`src/i2crtm_pkg.sv`:
```
// Shared types, codes and helper functions of the I2C register transaction master.
package i2crtm_pkg;

    // Action codes carried on the input tuser
    localparam logic [1:0] ACT_NONE  = 2'd0;
    localparam logic [1:0] ACT_WRITE = 2'd1;
    localparam logic [1:0] ACT_READ  = 2'd2;

    // Bus segment codes
    localparam logic [2:0] SEG_START     = 3'd0;
    localparam logic [2:0] SEG_WB_ADDR_W = 3'd1;
    localparam logic [2:0] SEG_WB_CMD    = 3'd2;
    localparam logic [2:0] SEG_WB_DATA   = 3'd3;
    localparam logic [2:0] SEG_WB_ADDR_R = 3'd4;
    localparam logic [2:0] SEG_RB_ACK    = 3'd5;
    localparam logic [2:0] SEG_RB_NACK   = 3'd6;
    localparam logic [2:0] SEG_STOP      = 3'd7;

    // Last plan position of each transaction kind
    localparam logic [2:0] WR_LAST_POS = 3'd4;
    localparam logic [2:0] RD_LAST_POS = 3'd7;

    // One input item
    typedef struct packed {
        logic [1:0] action;
        logic [6:0] dev_addr;
        logic [7:0] reg_cmd;
        logic [7:0] write_data;
        logic       sda_in;
    } item_t;

    // One result item
    typedef struct packed {
        logic        scl_level;
        logic        sda_pull_low;
        logic        busy_res;
        logic        done_res;
        logic        ack_ok;
        logic [15:0] read_data;
    } result_t;

    // Segment at a plan position
    function automatic logic [2:0] plan_seg(input logic rd, input logic [2:0] pos);
        logic [2:0] s;
        begin
            s = SEG_STOP;
            if (rd)
            begin
                case (pos)
                    3'd0:    s = SEG_START;
                    3'd1:    s = SEG_WB_ADDR_W;
                    3'd2:    s = SEG_WB_CMD;
                    3'd3:    s = SEG_START;
                    3'd4:    s = SEG_WB_ADDR_R;
                    3'd5:    s = SEG_RB_ACK;
                    3'd6:    s = SEG_RB_NACK;
                    default: s = SEG_STOP;
                endcase
            end
            else
            begin
                case (pos)
                    3'd0:    s = SEG_START;
                    3'd1:    s = SEG_WB_ADDR_W;
                    3'd2:    s = SEG_WB_CMD;
                    3'd3:    s = SEG_WB_DATA;
                    default: s = SEG_STOP;
                endcase
            end
            return s;
        end
    endfunction

    // Last phase offset inside a segment
    function automatic logic [4:0] seg_last_off(input logic [2:0] s);
        logic [4:0] r;
        begin
            case (s)
                SEG_START, SEG_STOP: r = 5'd3;
                SEG_RB_ACK:          r = 5'd19;
                SEG_RB_NACK:         r = 5'd18;
                default:             r = 5'd26;
            endcase
            return r;
        end
    endfunction

endpackage

```
`src/i2crtm_engine.sv`:
```
// Phase engine: transaction state and the per-tick pin phase logic.
module i2crtm_engine
    import i2crtm_pkg::*;
(
    input  logic    clk,
    input  logic    rst_n,
    input  logic    advance,
    input  item_t   item,
    output result_t res
);

    logic       busy_reg,     busy_next;
    logic [2:0] pos_reg,      pos_next;
    logic [4:0] off_reg,      off_next;
    logic [1:0] ph_reg,       ph_next;
    logic [2:0] bit_idx_reg,  bit_idx_next;
    logic [7:0] shift_reg,    shift_next;
    logic [6:0] addr_reg,     addr_next;
    logic [7:0] cmd_reg,      cmd_next;
    logic [7:0] wbyte_reg,    wbyte_next;
    logic       is_read_reg,  is_read_next;
    logic       ack_reg,      ack_next;
    logic [15:0] word_reg,    word_next;
    logic       scl_reg,      scl_next;
    logic       sda_reg,      sda_next;

    logic       start;
    logic       active;
    logic       done;
    logic [2:0] seg;
    logic [7:0] tx_byte;
    logic [7:0] shifted;
    logic [2:0] last_pos;

    assign start  = !busy_reg && (item.action == ACT_WRITE || item.action == ACT_READ);
    assign active = busy_reg || start;

    // Compute the phase of this tick and the next state
    always_comb
    begin
        busy_next    = busy_reg;
        pos_next     = pos_reg;
        off_next     = off_reg;
        ph_next      = ph_reg;
        bit_idx_next = bit_idx_reg;
        shift_next   = shift_reg;
        addr_next    = addr_reg;
        cmd_next     = cmd_reg;
        wbyte_next   = wbyte_reg;
        is_read_next = is_read_reg;
        ack_next     = ack_reg;
        word_next    = word_reg;
        scl_next     = scl_reg;
        sda_next     = sda_reg;
        done         = 1'b0;
        seg          = SEG_STOP;
        tx_byte      = 8'h00;
        shifted      = {shift_reg[6:0], item.sda_in};
        last_pos     = WR_LAST_POS;

        // Latch the transaction on the accepting tick
        if (start)
        begin
            busy_next    = 1'b1;
            pos_next     = 3'd0;
            off_next     = 5'd0;
            ph_next      = 2'd0;
            bit_idx_next = 3'd0;
            shift_next   = 8'h00;
            addr_next    = item.dev_addr;
            cmd_next     = item.reg_cmd;
            wbyte_next   = item.write_data;
            is_read_next = (item.action == ACT_READ);
            ack_next     = 1'b1;
            word_next    = 16'hFFFF;
            shifted      = {7'd0, item.sda_in};
        end

        if (active)
        begin
            seg      = plan_seg(is_read_next, pos_next);
            last_pos = is_read_next ? RD_LAST_POS : WR_LAST_POS;

            case (seg)
                SEG_WB_ADDR_W: tx_byte = {addr_next, 1'b0};
                SEG_WB_CMD:    tx_byte = cmd_next;
                SEG_WB_DATA:   tx_byte = wbyte_next;
                default:       tx_byte = {addr_next, 1'b1};
            endcase

            case (seg)
                SEG_START:
                begin
                    case (off_next[1:0])
                        2'd0:    scl_next = 1'b1;
                        2'd1:    sda_next = 1'b1;
                        2'd2:    scl_next = 1'b0;
                        default: sda_next = 1'b0;
                    endcase
                end
                SEG_STOP:
                begin
                    case (off_next[1:0])
                        2'd0:    scl_next = 1'b0;
                        2'd1:    sda_next = 1'b1;
                        2'd2:    scl_next = 1'b1;
                        default: sda_next = 1'b0;
                    endcase
                end
                SEG_RB_ACK, SEG_RB_NACK:
                begin
                    if (off_next < 5'd16)
                    begin
                        if (!off_next[0])
                        begin
                            scl_next = 1'b1;
                        end
                        else
                        begin
                            // Sample SDA as SCL falls
                            shift_next = shifted;
                            scl_next   = 1'b0;
                            if (off_next == 5'd15)
                            begin
                                if (seg == SEG_RB_ACK)
                                    word_next = {8'h00, shifted};
                                else
                                    word_next = word_next | {shifted, 8'h00};
                                shift_next = 8'h00;
                            end
                        end
                    end
                    else if (seg == SEG_RB_ACK)
                    begin
                        case (off_next[1:0])
                            2'd0:    sda_next = 1'b1;
                            2'd1:    scl_next = 1'b1;
                            2'd2:    scl_next = 1'b0;
                            default: sda_next = 1'b0;
                        endcase
                    end
                    else
                    begin
                        case (off_next[1:0])
                            2'd0:    scl_next = 1'b1;
                            2'd1:    scl_next = 1'b0;
                            default: sda_next = 1'b0;
                        endcase
                    end
                end
                default:
                begin
                    if (off_next < 5'd24)
                    begin
                        // Three phases per data bit, MSB first
                        case (ph_next)
                            2'd0:    sda_next = ~tx_byte[~bit_idx_next];
                            2'd1:    scl_next = 1'b1;
                            default: scl_next = 1'b0;
                        endcase
                        if (ph_next == 2'd2)
                        begin
                            ph_next      = 2'd0;
                            bit_idx_next = bit_idx_next + 3'd1;
                        end
                        else
                        begin
                            ph_next = ph_next + 2'd1;
                        end
                    end
                    else if (off_next == 5'd24)
                    begin
                        sda_next = 1'b0;
                    end
                    else if (off_next == 5'd25)
                    begin
                        scl_next = 1'b1;
                    end
                    else
                    begin
                        // Acknowledge sample; low SDA means ACK
                        if (is_read_next)
                            ack_next = ack_next & ~item.sda_in;
                        else if (seg == SEG_WB_DATA)
                            ack_next = ~item.sda_in;
                        scl_next = 1'b0;
                    end
                end
            endcase

            // Advance through the plan
            if (off_next == seg_last_off(seg))
            begin
                off_next = 5'd0;
                if (pos_next == last_pos)
                begin
                    done      = 1'b1;
                    busy_next = 1'b0;
                    pos_next  = 3'd0;
                end
                else
                begin
                    pos_next = pos_next + 3'd1;
                end
            end
            else
            begin
                off_next = off_next + 5'd1;
            end
        end
    end

    // Result of this tick
    always_comb
    begin
        res.scl_level    = scl_next;
        res.sda_pull_low = sda_next;
        res.busy_res     = active;
        res.done_res     = done;
        res.ack_ok       = done & ack_next;
        res.read_data    = done ? word_next : 16'h0000;
    end

    // Hold state between accepted ticks
    always_ff @(posedge clk or negedge rst_n)
    begin
        if (!rst_n)
        begin
            busy_reg    <= 1'b0;
            pos_reg     <= 3'd0;
            off_reg     <= 5'd0;
            ph_reg      <= 2'd0;
            bit_idx_reg <= 3'd0;
            shift_reg   <= 8'h00;
            addr_reg    <= 7'd0;
            cmd_reg     <= 8'h00;
            wbyte_reg   <= 8'h00;
            is_read_reg <= 1'b0;
            ack_reg     <= 1'b1;
            word_reg    <= 16'hFFFF;
            scl_reg     <= 1'b1;
            sda_reg     <= 1'b0;
        end
        else if (advance)
        begin
            busy_reg    <= busy_next;
            pos_reg     <= pos_next;
            off_reg     <= off_next;
            ph_reg      <= ph_next;
            bit_idx_reg <= bit_idx_next;
            shift_reg   <= shift_next;
            addr_reg    <= addr_next;
            cmd_reg     <= cmd_next;
            wbyte_reg   <= wbyte_next;
            is_read_reg <= is_read_next;
            ack_reg     <= ack_next;
            word_reg    <= word_next;
            scl_reg     <= scl_next;
            sda_reg     <= sda_next;
        end
    end

`ifndef SYNTHESIS
    // Offset stays inside the longest segment
    a_off_range: assert property (@(posedge clk) disable iff (!rst_n)
        off_reg <= 5'd26)
        else $error("segment offset out of range");

    // Idle engine rests at the plan origin
    a_idle_origin: assert property (@(posedge clk) disable iff (!rst_n)
        !busy_reg |-> (pos_reg == 3'd0 && off_reg == 5'd0 && ph_reg == 2'd0))
        else $error("idle engine not at plan origin");

    // Bit phase counter never reaches three
    a_ph_range: assert property (@(posedge clk) disable iff (!rst_n)
        ph_reg != 2'd3)
        else $error("bit phase counter out of range");
`endif

endmodule

```
`src/i2c_register_transaction_master_core.sv`:
```
// Top level of the tick-driven I2C register transaction master.
// Usage:
//   Each transfer on the s_axis channel is one bus phase tick. While the
//   master is idle, tuser selects a register byte write or a register word
//   read; the accepting tick already performs the first pin phase. A write
//   runs 89 ticks, a read 132 ticks; action codes seen while busy are ignored.
//   Every input transfer yields exactly one m_axis transfer with the SCL
//   level, the SDA pull-low, busy, acknowledge flag and read word; tlast
//   marks the tick that ends a transaction, where ack and read word are valid.
//   An input transfer reaches result valid through one input register and
//   one result register around the phase engine.
//   Throughput is one tick per cycle while the output is not stalled; the
//   engine state updates on every accepted tick, so ticks may arrive back to back.
//   When m_axis_tready is low the result register holds, the input register
//   takes one more tick, and s_axis_tready then drops until the result moves.
//   Reset leaves the master idle with SCL high and SDA released.
module i2c_register_transaction_master_core
    import i2crtm_pkg::*;
(
    input  logic        clk,
    input  logic        rst_n,
    input  logic        s_axis_tvalid,
    output logic        s_axis_tready,
    input  logic [23:0] s_axis_tdata,   // dev_addr[6:0], reg_cmd[14:7], write_data[22:15], sda_in[23]
    input  logic [1:0]  s_axis_tuser,   // action[1:0]
    output logic        m_axis_tvalid,
    input  logic        m_axis_tready,
    output logic [23:0] m_axis_tdata,   // scl_level[0], sda_pull_low[1], busy_res[2], ack_ok[3],
                                        // read_data[19:4], zero[23:20]
    output logic        m_axis_tlast    // done_res
);

    logic    in_valid_reg;
    item_t   in_item_reg;
    logic    out_valid_reg;
    result_t out_res_reg;
    result_t eng_res;
    logic    advance;

    assign advance       = in_valid_reg && (!out_valid_reg || m_axis_tready);
    assign s_axis_tready = !in_valid_reg || advance;

    // Input register
    always_ff @(posedge clk or negedge rst_n)
    begin
        if (!rst_n)
        begin
            in_valid_reg <= 1'b0;
        end
        else if (s_axis_tready)
        begin
            in_valid_reg <= s_axis_tvalid;
        end
    end

    always_ff @(posedge clk)
    begin
        if (s_axis_tready && s_axis_tvalid)
        begin
            in_item_reg.action     <= s_axis_tuser;
            in_item_reg.dev_addr   <= s_axis_tdata[6:0];
            in_item_reg.reg_cmd    <= s_axis_tdata[14:7];
            in_item_reg.write_data <= s_axis_tdata[22:15];
            in_item_reg.sda_in     <= s_axis_tdata[23];
        end
    end

    i2crtm_engine u_engine (
        .clk     (clk),
        .rst_n   (rst_n),
        .advance (advance),
        .item    (in_item_reg),
        .res     (eng_res)
    );

    // Result register
    always_ff @(posedge clk or negedge rst_n)
    begin
        if (!rst_n)
        begin
            out_valid_reg <= 1'b0;
        end
        else if (advance)
        begin
            out_valid_reg <= 1'b1;
        end
        else if (m_axis_tready)
        begin
            out_valid_reg <= 1'b0;
        end
    end

    always_ff @(posedge clk)
    begin
        if (advance)
        begin
            out_res_reg <= eng_res;
        end
    end

    assign m_axis_tvalid = out_valid_reg;
    assign m_axis_tlast  = out_res_reg.done_res;
    assign m_axis_tdata  = {4'h0, out_res_reg.read_data, out_res_reg.ack_ok,
                            out_res_reg.busy_res, out_res_reg.sda_pull_low,
                            out_res_reg.scl_level};

`ifndef SYNTHESIS
    // A done tick is always a busy tick
    a_done_busy: assert property (@(posedge clk) disable iff (!rst_n)
        (out_valid_reg && out_res_reg.done_res) |-> out_res_reg.busy_res)
        else $error("done without busy");

    // Ack and read word are zero away from done
    a_fields_zero: assert property (@(posedge clk) disable iff (!rst_n)
        (out_valid_reg && !out_res_reg.done_res) |->
        (!out_res_reg.ack_ok && out_res_reg.read_data == 16'h0000))
        else $error("result fields set without done");

    // A buffered tick is never dropped while the output stalls
    a_in_hold: assert property (@(posedge clk) disable iff (!rst_n)
        (in_valid_reg && !advance) |=> in_valid_reg)
        else $error("buffered tick lost");
`endif

endmodule
```
`config.mk`:
```
export PLATFORM = sky130hd
export DESIGN_NAME = i2c_register_transaction_master_core
export DESIGN_NICKNAME = d
export VERILOG_FILES = /design/src/i2crtm_pkg.sv /design/src/i2crtm_engine.sv /design/src/i2c_register_transaction_master_core.sv
export SDC_FILE = /design/constraint.sdc
export NUM_CORES = 1
export LEC_CHECK = 0
export BUFFER_PORTS_ARGS = -buffer_cell sky130_fd_sc_hd__buf_4
export CORE_ASPECT_RATIO = 0.6
export CORE_MARGIN = 5
export CORE_UTILIZATION = 54
export CTS_CLUSTER_SIZE = 25
export DETAILED_ROUTE_END_ITERATION = 16
export PLACE_DENSITY_LB_ADDON = 0.12
export RECOVER_POWER = 25
export REMOVE_ABC_BUFFERS = 1
export SYNTH_ARGS = -nofsm -noshare
export SYNTH_HDL_FRONTEND = slang
export SYNTH_SLANG_ARGS = --single-unit
```
`constraint.sdc`:
```
create_clock -name clk -period 3.8 [get_ports clk]
set_clock_uncertainty 0.05 [all_clocks]
set_input_delay 0.19 -clock clk [delete_from_list [all_inputs] [get_ports clk]]
set_output_delay 0.19 -clock clk [all_outputs]
set_load 0.02 [all_outputs]
```
==> metrics, run 1 <==
worst slew pin tran 1.688 ns; max reg flops 26; number of global-route vias before repair 4565; Num CTS Buffers 17; failing checks capacitance limit, slew limit; post-synthesis average cell area 11.19 sq um; row count 29; Layout Cells excl Fill 778; Largest stage delay, worst path 0.41 ns; Initial Util 55.30%; Area Growth Syn to Fin 26.55%; Net Sw Frac 32.96%; drt drc 0; setup_tns 0 ns; CTS tree built; clk_lat worst skew 0.41 ns; Max Clk Rate 0.2776 GHz; die footprint 13060 sq um; Congestion Overflow GR 0; Root Buffer clkbuf_16; Die H 90.55 um; Worst VDD drop 381.8 uV; area of the mapped netlist 5839 sq um; DR vias/cell 6.102; Setup crit end kind register; clk slew on worst S/H paths 0.05 ns; Port Buffers 52; worst setup margin 0.1976 ns; status finished, violations left; crit path kind register to register; commonest non-fill, non-tap cell in the layout dfrtp_1; yosys warns 0; sequential share of power 37.4%; initial drt markers 468; arrival time worst endpoint 3.71 ns; total iterations of the first detailed-routing run 7; GPL Wtd Cong 0.9480; DP HPWL 10.49 mm; clk sinks 113; combinational fraction of design power 30.2%; Worst path slowest cell a2111oi_0; Post-synth EDFFs 47; Min Hold Slack 0.04450 ns; max-cap violations 1; register bit total from synthesis 113; min cycle time layout 3.602 ns; setup violators final 0; Pleak 3.009 nW; sequential fraction of the synthesis area 52.84%; Antenna Nets Post-Route 0; Req. time, crit path 3.91 ns; I/O Pins 57; overall routed net length 15.43 mm; Avg WL per Cell 19.83 um; Yosys cell types 75; diode count 0; total power 4.843 mW; Primary FF master, synth dfrtp_1; Worst path most repeated cell ha_1; commonest cells after routing, fill and taps aside dfrtp_1, edfxtp_1, buf_4; critical path fanouts, max 5; number of max-slew violations in the final report 67; all-layer global routing usage 24.69%; Cells after DPL 713; CORE AREA 10560 sq um; worst path cell trace inv_1, ha_1, or2_1, nand2_1, inv_1, ha_1, ha_1, nor2_1, and4_1, o22ai_4, a2111oi_0, a21o_1, a31oi_1, mux2_2; clock power share 32.4%; largest net degree at the start of global routing 67; Switch Pwr 1.596 mW; nets@finish 670; total vias in the final route 4747; part of the cycle the worst path needs 94.80%; max_slew headroom -12.54%; internal power 3.246 mW; Min-Delay Path Class primary input to register; Die X-Extent 144.3 um; Post-Synthesis Cells 522; first-pass GRT wire length 24.88 mm; share of layout cells above drive strength 1 28.01%; CTS max path bufs 2; Startpoint Class register; H-tree depth 4; initial antenna violation count 0; power per cell area 655.3 nW/um^2; FFs w/ async S/R, synth 58.41%; Final Hold Fails 0; Placement Setup Slack 0.01892 ns
-- Yosys cell counts (6+ instances only) --
library cell	count	share of area, %
mux2_2	29	5.6
inv_1	14	0.90
ha_1	14	3.0
o21ai_1	7	0.60
mux2i_1	7	1.2
a31oi_1	6	0.64
o21ai_0	25	2.1
o22a_1	9	1.3
clkbuf_1	16	1.0
o22ai_1	7	0.75
a21oi_2	6	0.90
nand3_1	11	0.94
edfxtp_1	47	24
nor2_1	42	2.7
dfrtp_1	48	21
nor3b_1	6	0.77
a22o_1	9	1.3
nand2b_1	8	0.86
dfstp_2	18	8.1
a21oi_1	21	1.8
a211oi_1	12	1.5
nor3_1	6	0.51
o211ai_1	9	1.2
nand2_1	43	2.8
-- metal layers --
| metal | share of wire [%] | wire [um] | track usage [%] |
|---|---|---|---|
| met4 | 1.3 | 199 | 6.289 |
| met5 | 0 | 0 | 0 |
| met2 | 41 | 6283 | 31.89 |
| met1 | 48 | 7368 | 39.94 |
| met3 | 10 | 1573 | 7.090 |
-- worst max-delay path: cells and delay by family (launching register included) --
family / cells / cell delay [ns]
buffers and inverters: 2 / 0.15
adder cells (fa/ha/maj): 3 / 0.69
flip-flops: 1 / 0.36
AND/OR/NAND/NOR: 4 / 0.96
multiplexers: 1 / 0.29
AO/OA/AOI/OAI: 4 / 0.84
-- stage by stage --
stage | instance area [sq um] | utilization (%)
2_1_floorplan | 5687 | -
3_3_place_gp | 6471 | 61.29
3_5_place_dp | 6471 | 61.29
4_1_cts | 7371 | 69.81
5_1_grt | 7390 | 69.98
6_report | 7390 | 69.98
-- power by group through the flow --
stage	clock (mW)	sequential [mW]	combinational [mW]
2_1_floorplan	0	1.77	0.957
3_3_place_gp	0	1.81	1.34
3_5_place_dp	0	1.81	1.37
4_1_cts	1.58	1.80	1.41
5_1_grt	1.65	1.84	1.59
6_report	1.57	1.81	1.46
-- logic make-up after synthesis --
| kind of cell | Yosys count | synth area share (%) |
|---|---|---|
| other cells | 1 | 0.06422 |
| flops | 113 | 52.84 |
| compound gates | 147 | 18.26 |
| xor+xnor | 5 | 0.8787 |
| fa+ha+maj | 14 | 3.000 |
| mux | 36 | 6.792 |
| buf+inv | 47 | 3.814 |
| simple gates | 159 | 14.36 |
-- layout make-up --
class                      count  area (sq um)
clock buffer                  20         457.9
clock inverter                12         133.9
timing repair buffer         114         894.6
multi-input combinational    365          2585
sequential                   113          3085
fill                         787          3169
tap                          139         173.9
inverter                      15         58.81
-- final timing paths --
kind | startpoint | to | slack (ns) | cells after the start
min in group asynchronous | rst_n | u_engine.cmd_reg[6]$_DFFE_PN0P_ | 0.70 | 2
max | in_item_reg[24]$_DFFE_PP_ | m_axis_tdata[0]$_DFFE_PP_ | 0.20 | 14
max in group asynchronous | rst_n | in_valid_reg$_DFFE_PN0N_ | 1.99 | 2
max reg2reg | in_item_reg[24]$_DFFE_PP_ | m_axis_tdata[0]$_DFFE_PP_ | 0.20 | 14
min | m_axis_tready | m_axis_tvalid$_DFFE_PN0P_ | 0.04 | 3
min reg2reg | u_engine.ack_reg$_DFFE_PN1P_ | u_engine.ack_reg$_DFFE_PN1P_ | 0.42 | 2
-- what timing repair did --
action | in CTS | in global routing
cloned | 0 | 0
resized for setup | 1 | 9
endpoints found under the hold margin | 75 | 0
setup buffers | 3 | 2
pin swaps | 0 | 3
hold buffers | 28 | 0
setup endpoints to repair | 2 | 44
No activity file was read; power rests on OpenSTA's default activity.
==> run 2, diff against run 1 <==
--- a/config.mk
+++ b/config.mk
@@ -7,8 +7,8 @@
 export LEC_CHECK = 0
 export BUFFER_PORTS_ARGS = -buffer_cell sky130_fd_sc_hd__buf_4
 export CORE_ASPECT_RATIO = 0.6
-export CORE_MARGIN = 5
-export CORE_UTILIZATION = 54
+export CORE_UTILIZATION = 56
+export CTS_BUF_LIST = sky130_fd_sc_hd__clkbuf_8
 export CTS_CLUSTER_SIZE = 25
 export DETAILED_ROUTE_END_ITERATION = 16
 export PLACE_DENSITY_LB_ADDON = 0.12
==> metrics, run 2 (same netlist as run 1, synthesis figures left out) <==
status finished, violations left; failing checks capacitance limit, slew limit; arrival time worst endpoint 3.83 ns; Levels on crit path 14; number of global-route vias before repair 4361; R2R Setup Slk 0.11 ns; register area 3085 sq um; CP top delay family compound AO/OA/AOI/OAI gates; DR vias/cell 6.198; initial antenna violation count 1; area of the multi-input gates 2623 sq um; clk_lat worst skew 0.44 ns; first-pass GRT wire length 23.88 mm; Max Clk Rate 0.2712 GHz; DP HPWL 10.25 mm; drt drc 0; Worst Setup EP m_axis_tdata[0]$_DFFE_PP_; Req. time, crit path 3.94 ns; hold_sp s_axis_tdata[3]; Largest stage delay, worst path 0.41 ns; commonest cells after routing, fill and taps aside buf_4, dfrtp_1, edfxtp_1; Startpoint Class register; H-tree depth 4; nets@finish 672; power per cell area 618.7 nW/um^2; Min-Delay Path Class primary input to register; row count 28; Pleak 3.030 nW; Root Buffer clkbuf_8; worst slew pin tran 1.707 ns; share of layout cells above drive strength 1 31.51%; Area Growth Syn to Fin 25.31%; GPL Wtd Cong 0.9325; Antenna Nets Post-Route 0; Setup crit end kind register; Worst VDD drop 397.8 uV; Min Hold Slack 0.4239 ns; largest net degree at the start of global routing 67; Congestion Overflow GR 0; Die X-Extent 133.8 um; total iterations of the first detailed-routing run 6; Initial Util 58.48%; CP bufs+invs 3; Die H 81.10 um; Worst path slowest cell a211oi_2; worst r2r src in_item_reg[25]$_DFFE_PP_; max reg flops 26; clk sinks 113; I/O Pins 57; CTS tree built; Final Hold Fails 0; initial drt markers 692; commonest non-fill, non-tap cell in the layout buf_4; max-cap violations 1; min cycle time layout 3.688 ns; CTS max path bufs 2; Num CTS Buffers 17; total vias in the final route 4810; Port Buffers 52; Avg WL per Cell 19.66 um; die footprint 10850 sq um; critical path fanouts, max 9; Worst path most repeated cell buf_4; setup violators final 0; crit path kind register to register; all-layer global routing usage 29.90%; part of the cycle the worst path needs 97.05%; worst path cell trace ha_1, or2_4, and2_4, inv_4, ha_2, nor4_4, buf_4, a211oi_2, o22ai_4, buf_4, a2111oi_0, a21o_1, a31oi_1, mux2_2; RR Endpoint m_axis_tdata[0]$_DFFE_PP_; diode count 0; max_slew headroom -13.77%; Worst Reg-to-Reg Cells 14; number of max-slew violations in the final report 67; Fillers 694; overall routed net length 15.26 mm; clk slew on worst S/H paths 0.08 ns; CORE AREA 9985 sq um; setup_tns 0 ns; Worst setup startpoint in_item_reg[25]$_DFFE_PP_
[run 2: repair_timing]
action | in CTS | in global routing
setup buffers | 2 | 1
endpoints found under the setup margin | 6 | 44
resized for setup | 1 | 19
cloned | 0 | 1
pin swaps | 1 | 5
hold buffers | 29 | 0
hold endpoints to repair | 76 | 0
[run 2: layer usage]
metal / track usage (%) / share of wire (%)
met1: 46.24 / 47
met2: 39.43 / 41
met3: 8.989 / 11
met4: 8.977 / 1.5
met5: 0 / 0
[run 2: worst min-delay path by stage]
| stage | endpoint | slack [ns] | cells after the start |
|---|---|---|---|
| 5_1_grt | in_item_reg[18]$_DFFE_PP_ | 0.41 | 2 |
| 4_1_cts | in_valid_reg$_DFFE_PN0N_ | 0.39 | 2 |
| 3_3_place_gp | m_axis_tvalid$_DFFE_PN0P_ | 0.31 | 1 |
| 6_report | in_item_reg[20]$_DFFE_PP_ | 0.42 | 2 |
| 3_5_place_dp | in_valid_reg$_DFFE_PN0N_ | 0.31 | 1 |
| 2_1_floorplan | in_valid_reg$_DFFE_PN0N_ | -0.16 | 0 |
[run 2: per-stage QoR]
stage                     instance area, sq um  cells  setup WS (ns)  total power, mW  util, %
after floorplan                           5687    493        -0.2416            2.731        -
after global placement                    6481    711        0.09010            3.137    64.91
after detailed placement                  6481    711       -0.01728            3.172    64.91
after CTS                                 7223    774       0.009402            4.448    72.34
after global routing                      7317    776       -0.03738            4.748    73.28
final                                     7317    776         0.1122            4.527    73.28
[run 2: layout make-up]
type | count | share of cell area (%)
clock inverters | 14 | 2.582
repair buffers | 115 | 12.91
clock buffers | 18 | 3.386
flip-flops and latches | 113 | 42.17
multi-input cells | 366 | 35.84
inverters | 15 | 0.8037
well taps | 135 | 2.308
[run 2: where the power goes]
part / switching (mW) / total [mW] / internal [mW]
sequential: 0.216 / 1.80 / 1.59
combinational: 0.809 / 1.47 / 0.661
clock: 0.523 / 1.25 / 0.730
total: 1.55 / 4.53 / 2.98
==> run 3, diff against run 2 <==
--- a/config.mk
+++ b/config.mk
@@ -6,7 +6,7 @@
 export NUM_CORES = 1
 export LEC_CHECK = 0
 export BUFFER_PORTS_ARGS = -buffer_cell sky130_fd_sc_hd__buf_4
-export CORE_ASPECT_RATIO = 0.6
+export CORE_ASPECT_RATIO = 1.5
 export CORE_UTILIZATION = 56
 export CTS_BUF_LIST = sky130_fd_sc_hd__clkbuf_8
 export CTS_CLUSTER_SIZE = 25
==> metrics, run 3 (same netlist as run 1, synthesis figures left out) <==
max_slew headroom -12.07%; CTS max path bufs 2; I/O Pins 57; arrival time worst endpoint 3.85 ns; worst path cell trace ha_1, buf_4, or3b_1, buf_4, nand2_1, buf_4, or3_1, a21oi_1, nand4_4, buf_4, nor2_1; min cycle time layout 3.606 ns; commonest cells after routing, fill and taps aside buf_4, dfrtp_1, edfxtp_1; gr busiest metal met2; overall routed net length 15.04 mm; Min-Delay Path Class primary input to register; Pleak 2.972 nW; largest net degree at the start of global routing 67; RSZ-0062 raised after global routing false; register area 3085 sq um; Die H 127.1 um; Die X-Extent 85.38 um; Fillers 744; Max Clk Rate 0.2773 GHz; clk slew on worst S/H paths 0.07 ns; first-pass GRT wire length 23.41 mm; Worst path most repeated cell buf_4; share of layout cells above drive strength 1 29.94%; power per cell area 608.5 nW/um^2; H-tree depth 4; number of max-slew violations in the final report 67; setup_tns 0 ns; Placement Setup Slack 0.01694 ns; Avg WL per Cell 19.93 um; clk_lat worst skew 0.43 ns; die footprint 10850 sq um; number of global-route vias before repair 4741; worst setup margin 0.1941 ns; Setup crit end kind register; Num CTS Buffers 17; Area Growth Syn to Fin 23.57%; Initial Util 57.62%; Congestion Overflow GR 0; nets@finish 669; row count 45; area of the multi-input gates 2618 sq um; setup violators final 0; CP top delay family simple AND/OR/NAND/NOR gates; max-cap violations 1; max reg flops 26; total vias in the final route 4654; drt drc 0; DR vias/cell 6.164; all-layer global routing usage 28.97%; Worst VDD drop 394.8 uV; met3 Use GR 6.460%; Final Hold Fails 0; critical path fanouts, max 9; Startpoint Class register; CTS tree built; part of the cycle the worst path needs 94.89%; initial antenna violation count 0; failing checks capacitance limit, slew limit; Worst path slowest cell a21oi_1; GPL Wtd Cong 0.8976; worst slew pin tran 1.681 ns; Req. time, crit path 4.05 ns; initial drt markers 228; CORE AREA 10130 sq um; status finished, violations left; total iterations of the first detailed-routing run 6; Port Buffers 52; Antenna Nets Post-Route 0; diode count 0; Root Buffer clkbuf_8; met1 Use GR 28.89%; commonest non-fill, non-tap cell in the layout buf_4; Largest stage delay, worst path 0.82 ns; DP HPWL 10.19 mm; crit path kind register to register; CP bufs+invs 4; Min Hold Slack 0.02660 ns; GR Layer Usage met2 53.08%; clk sinks 113
-- run 3: cell types whose count changed in the layout (fill, tap and decap cells not counted), sizes merged --
cell         previous run  this run
buf                    58        57
bufinv                  4         3
clkbuf                 46        44
clkinv                  6         7
dlygate4sd3            29        28
inv                    17        18
-- run 3: worst paths after layout --
| path | from | end | slack, ns | cells after the start |
|---|---|---|---|---|
| worst max register to register | in_item_reg[25]$_DFFE_PP_ | m_axis_tdata[3]$_DFFE_PP_ | 0.19 | 11 |
| min in group asynchronous | rst_n | u_engine.off_reg[2]$_DFFE_PN0P_ | 0.67 | 2 |
| worst max-delay path | in_item_reg[25]$_DFFE_PP_ | m_axis_tdata[3]$_DFFE_PP_ | 0.19 | 11 |
| worst min register to register | u_engine.ack_reg$_DFFE_PN1P_ | u_engine.ack_reg$_DFFE_PN1P_ | 0.42 | 2 |
| worst min-delay path | m_axis_tready | in_valid_reg$_DFFE_PN0N_ | 0.03 | 3 |
| max in group asynchronous | rst_n | u_engine.addr_reg[4]$_DFFE_PN0P_ | 2.02 | 2 |
-- run 3: cell type report --
class / instances / share of cell area, %
timing repair buffer: 112 / 12.74
tap: 117 / 2.029
inverter: 15 / 0.8150
clock buffer: 17 / 3.243
clock inverter: 15 / 2.133
multi-input combinational: 366 / 36.28
sequential: 113 / 42.76
-- run 3: worst min-delay path: cells and delay by family --
kind / cells / cell delay [ns]
buffers and inverters: 1 / 0.08
AND/OR/NAND/NOR: 2 / 0.20
-- run 3: repair_timing --
action | 4_1_cts | 5_1_grt
setup buffers | 0 | 3
hold endpoints to repair | 75 | 0
pin swaps | 0 | 3
gates resized for setup | 1 | 16
gates cloned | 0 | 1
setup endpoints to repair | 1 | 47
hold buffers | 28 | 0
-- run 3: layer usage --
metal | wire, um | part of all wire (%)
met2 | 8060 | 54
met5 | 0 | 0
met3 | 656 | 4.4
met1 | 5399 | 36
met4 | 928 | 6.2
-- run 3: per-stage QoR --
| stage | area, sq um | total power [mW] | cells | utilization, % |
|---|---|---|---|---|
| after floorplan | 5687 | 2.731 | 493 | - |
| after global placement | 6444 | 3.137 | 691 | 63.58 |
| after detailed placement | 6444 | 3.179 | 691 | 63.58 |
| after CTS | 7112 | 4.340 | 751 | 70.17 |
| after global routing | 7216 | 4.625 | 755 | 71.20 |
| final | 7216 | 4.391 | 755 | 71.20 |
-- run 3: power breakdown --
part	internal [mW]	switching, mW
registers	1.59	0.227
logic	0.663	0.787
clock network	0.632	0.493
total	2.88	1.51
